==> src/hdl/mts_pkg.sv <==
// Package for the min-tracking stack: item structs, operation and status codes,
// and the shift control that the top level sends to the row of stack cells.
// Depends on nothing; every other file imports it.
package mts_pkg;

  // Operation carried by an input item.
  typedef enum logic [0:0] {
    FUNC_PUSH = 1'b0,
    FUNC_POP  = 1'b1
  } func_t;

  // Status reported in every result item.
  typedef enum logic [1:0] {
    ST_OK         = 2'd0,
    ST_POP_EMPTY  = 2'd1,
    ST_PUSH_FULL  = 2'd2
  } status_t;

  // Input item.
  typedef struct packed {
    func_t              func;
    logic signed [31:0] push_value;
  } in_item_t;

  // Result item.
  typedef struct packed {
    status_t            status;
    logic signed [31:0] current_min;
    logic signed [31:0] top_value;
    logic [8:0]         fill_count;
  } out_item_t;

  // Shift command for every cell of the stack row.
  typedef struct packed {
    logic push;
    logic pop;
  } shift_ctl_t;

endpackage

==> src/hdl/mts_cell.sv <==
// One stack cell: holds an entry value and the minimum that held before it was pushed.
// Depends on mts_pkg for the shift command struct.
module mts_cell #(
  parameter int W = 32
) (
  input  logic                clk,
  input  mts_pkg::shift_ctl_t ctl,
  input  logic [W-1:0]        up_value,
  input  logic [W-1:0]        up_prior,
  input  logic [W-1:0]        down_value,
  input  logic [W-1:0]        down_prior,
  output logic [W-1:0]        value,
  output logic [W-1:0]        prior
);
  import mts_pkg::*;

  // A push moves every entry one cell deeper; a pop moves every entry one cell up.
  always_ff @(posedge clk) begin
    if (ctl.push) begin
      value <= up_value;
      prior <= up_prior;
    end else if (ctl.pop) begin
      value <= down_value;
      prior <= down_prior;
    end
  end

endmodule

==> config.mk <==
export PLATFORM = sky130hd
export DESIGN_NAME = mts_cell
export DESIGN_NICKNAME = d
export VERILOG_FILES = /design/src/hdl/mts_pkg.sv /design/src/hdl/mts_cell.sv
export SDC_FILE = /design/constraint.sdc
export NUM_CORES = 1
export LEC_CHECK = 0
export BUFFER_PORTS_ARGS = -buffer_cell sky130_fd_sc_hd__buf_2
export CAP_MARGIN = 25
export CORE_ASPECT_RATIO = 0.75
export CORE_MARGIN = 10
export CORE_UTILIZATION = 45
export CTS_CLUSTER_DIAMETER = 50
export DETAILED_ROUTE_END_ITERATION = 10
export PLACE_DENSITY = 0.85
export SETUP_SLACK_MARGIN = 0.4
export SLEW_MARGIN = 20
export SYNTH_ARGS = -nofsm -noshare
export SYNTH_HDL_FRONTEND = slang
export SYNTH_SLANG_ARGS = --single-unit
export TNS_END_PERCENT = 20
==> constraint.sdc <==
create_clock -name clk -period 7.6 [get_ports clk]
set_input_delay 1.52 -clock clk [delete_from_list [all_inputs] [get_ports clk]]
set_output_delay 1.52 -clock clk [all_outputs]
set_load 0.01 [all_outputs]
# Yosys cells after proc, flatten, opt, wreduce, memory -nomap -nowiden

Cells that the tools add are included.

ROM bits: 0
Input bits: 131
Logic and storage cells: 7
Register bits: 64
Memory bits (writable): 0
Latch bits: 0
Memories kept: 0

Equality and inequality tests: 0
Mux-type cells: 4
Shifts and indexed selects: 0
Multipliers: 0
Reduce and logical (&&, ||, !) cells: 1
Magnitude comparators: 0
Divide/modulo/power cells: 0
Bitwise logic cells: 0
$add $sub $neg: 0

Operators by type and width:

| operator           | count |
|---|---|
| 32-bit 2-to-1 mux  | 4 |
| 2-bit nonzero test | 1 |

# Depth between registers and ports, before layout

Depth after elaboration: 2
Depth in mapped cells: 3
Depth with buffers taken out: 1

# Least setup slack after synthesis

No wires, ideal clock.

Path kind: input -> register
Start: in ctl[1] (netlist bit)
End: reg prior[0], enable pin
Data required time: 7174 ps
Arrival time: 3269 ps
Stages on the path: 3
Setup slack: 3906 ps
Library setup time: 426 ps
Cell sequence: buf_6 buf_6 or2_1

Word-level cells in the longest chain between the ends: 1

Ends and longest elaborated chain:

| what                                | RTL line       | source |
|---|---|---|
| start: declaration                  | mts_cell.sv:7  | `input mts_pkg::shift_ctl_t ctl,` |
| 2-bit nonzero test (no source line) | --             |  |
| end signal: assignment              | mts_cell.sv:21 | `prior <= up_prior;` |
| end signal: assignment              | mts_cell.sv:24 | `prior <= down_prior;` |
| end: declaration                    | mts_cell.sv:13 | `output logic [W-1:0] prior` |

Every way passes these cells.
A chain may end at the register's enable or synchronous reset.

# Worst setup path in the final report

Start: in ctl[1] (netlist bit)
End: reg value[26], enable pin

Word-level cells in the longest chain between the ends: 1

Ends and longest elaborated chain:

| what                                | RTL line       | source |
|---|---|---|
| 2-bit nonzero test (no source line) | --             |  |
| end signal: assignment              | mts_cell.sv:20 | `value <= up_value;` |
| end signal: assignment              | mts_cell.sv:23 | `value <= down_value;` |
| end: declaration                    | mts_cell.sv:12 | `output logic [W-1:0] value,` |

Every way passes these cells.

==> impl_metrics.yaml <==
sta:
  finalHoldWorstSlack_ns: 1.501
  finalCriticalPeriod_ns: 3.201
  finalWorstSetupSlack_ns: 4.399
  setup_viol: 0
  highest_achievable_clock_rate_mhz: 312.4
  worst_slew_margin_rel: 0.5574
  timing.final.crit_share: 0.4211
  rsz0062_at_grt: "false"
  timing_max_transition_violations_final: 0
  timing.final.hold_violations: 0
  timing.setup.tns_ns: 0
  timing_worst_slew_pin_value_ns: 0.6639
detailed_routing:
  detail_route.first_pass.iterations: 4
  detail-route-antenna-nets: 0
  routed_via_density: 4.748
  detail_route.drc_violations: 0
  routedWlPerCell_um: 20.22
  dr_total_vias: 1999
  wl_mm: 8.511
  first_iter_violations: 80
floorplanning:
  die_outline_area_um2: 10100
  std_cell_rows: 25
  die_y_um: 89.59
  design.core.area_um2: 6287
  ioPinCount: 195
  floorplan.initialDensity: 0.4621
  die_w_um: 112.8
placed_design:
  place_area_um2: 3923
  dp_worst_setup_slack_ns: 4.034
  dpl.cell_count: 406
  port-buffer-count: 194
  gp_congestion: 0.7749
synth:
  post_synth.cell_area_avg_um2: 21.36
  post_synth_instance_area_um2: 2905
  synth.yosys.warnings: 0
  synth_largest_type_area_fraction: 0.6615
  ys_seq_area_frac: 0.6615
  postSynthRegisterBits: 64
  ys_top_cells_by_area: "sky130_fd_sc_hd__edfxtp_1, sky130_fd_sc_hd__mux2_4, sky130_fd_sc_hd__mux2_2, sky130_fd_sc_hd__buf_6, sky130_fd_sc_hd__or2_1"
  syn_nets: 267
  yosysTopAreaCell: "sky130_fd_sc_hd__edfxtp_1"
  netlist_instances: 136
  ys_types: 6
cells_and_area:
  post_route_cells_drive_above_1_share: 0.8000
  fin_util: 0.6480
  syn2layout_area_growth_pct: 40.22
  most_common_cell_after_layout_fill_and_taps_aside: "sky130_fd_sc_hd__buf_2"
  insertedDiodeCount: 0
  finalNetCount: 467
  most-common-layout-cells: "sky130_fd_sc_hd__buf_2, sky130_fd_sc_hd__edfxtp_1, sky130_fd_sc_hd__mux2_4"
  final-instance-count-excl-fill: 421
  final.fill_count: 459
  stdcell_area_um2: 4074
status:
  run_status: "finished clean"
job:
  max-cap-violations: 0
clocking:
  clkSlewWorstSetupHoldPaths_ns: 0.06
  ctsHtreeMaxLevel: 3
  numCtsBuffers: 9
  postCtsSetupBuffers: 0
  clock_sinks: 64
  tritoncts_clock_tree: "yes"
  post_cts_resized: 0
  clock_path_buffers: 2
  cts-hold-fix-buffers: 0
  clockRootBuffer: "sky130_fd_sc_hd__clkbuf_8"
global_route:
  overall_track_demand_over_capacity_in_global_routing: 0.1616
  grt_start_max_net_pins: 36
  via_count_of_the_first_global_routing_pass: 2387
  grt_first_pass_wirelength_mm: 12.62
  grt_antenna_before_repair: 0
  global_route_congestion_overflow_total: 0
power_and_ir_drop:
  power.total_mw: 0.8273
  power_switching_share: 0.2387
  pwr_density_cell_nw_per_um2: 203.1
  p_int_mw: 0.6298
  static-leakage-power_nw: 1.964
  power_frac_comb: 0.189
  power.share.clock: 0.274
  netSwitchingPower_mw: 0.1974
  seq_power_share: 0.536
  worst_case_vdd_ir_drop_mv: 0.1268
min_path:
  hold_path_startpoint: "up_value[23]"
  timing.hold.worst.class: "input pin to flop"
setup_path:
  worstPathArrival_ns: 3.17
  cp-end-kind: "flop"
  critical_path.startpoint: "ctl[1]"
  crit_path_max_fanout: 35
  start_kind: "input pin"
  required_ns: 7.57
  worstSetupPathType: "input pin to flop"
logic make-up after synthesis:
family                 Yosys count  synth area share
muxes                           64            0.3114
DFF                             64            0.6615
buffers and inverters            7           0.02498
and+or+nand+nor                  1          0.002155
worst max-delay path: stages:
cell	delay (ns)
sky130_fd_sc_hd__buf_4	0.43
sky130_fd_sc_hd__or2_2	0.65
sky130_fd_sc_hd__buf_4	0.51
layout make-up:
type,instances,area [µm²],area share
clock inverter,6,27.53,0.006757
clock buffer,9,123.9,0.03041
sequential,64,1922,0.4717
tap,81,101.3,0.02488
timing repair buffer,196,988.4,0.2426
multi-input combinational,65,910.9,0.2236
path summary, 6_finish.rpt:
check | depth (start not counted) | end | slack [ns]
worst max-delay path | 3 | value[26] | 4.40
worst min-delay path | 2 | value[23] | 1.50
flip-flops by register name (all words and copies together) (netlist names):
signal  flops
prior      32
value      32
power by group through the flow:
stage / clock [mW] / combinational, mW / sequential (mW)
final: 0.227 / 0.157 / 0.444
after CTS: 0.236 / 0.160 / 0.444
after detailed placement: 0 / 0.159 / 0.451
after global routing: 0.253 / 0.169 / 0.448
after global placement: 0 / 0.155 / 0.449
after floorplan: 0 / 0.0550 / 0.474
cell usage after synthesis:
| master | n |
|---|---|
| sky130_fd_sc_hd__edfxtp_1 | 64 |
| sky130_fd_sc_hd__mux2_4 | 49 |
| sky130_fd_sc_hd__mux2_2 | 15 |
| sky130_fd_sc_hd__buf_6 | 6 |
| sky130_fd_sc_hd__buf_2 | 1 |
| sky130_fd_sc_hd__or2_1 | 1 |
layer usage:
metal,vias up,global-route usage,share of wire
li1,932,-,-
met1,925,0.1674,0.38
met2,138,0.2683,0.48
met3,4,0.1082,0.14
met4,0,0.03908,0.0052
met5,-,0,0
Note: power is estimated with default switching activity, not from simulation.
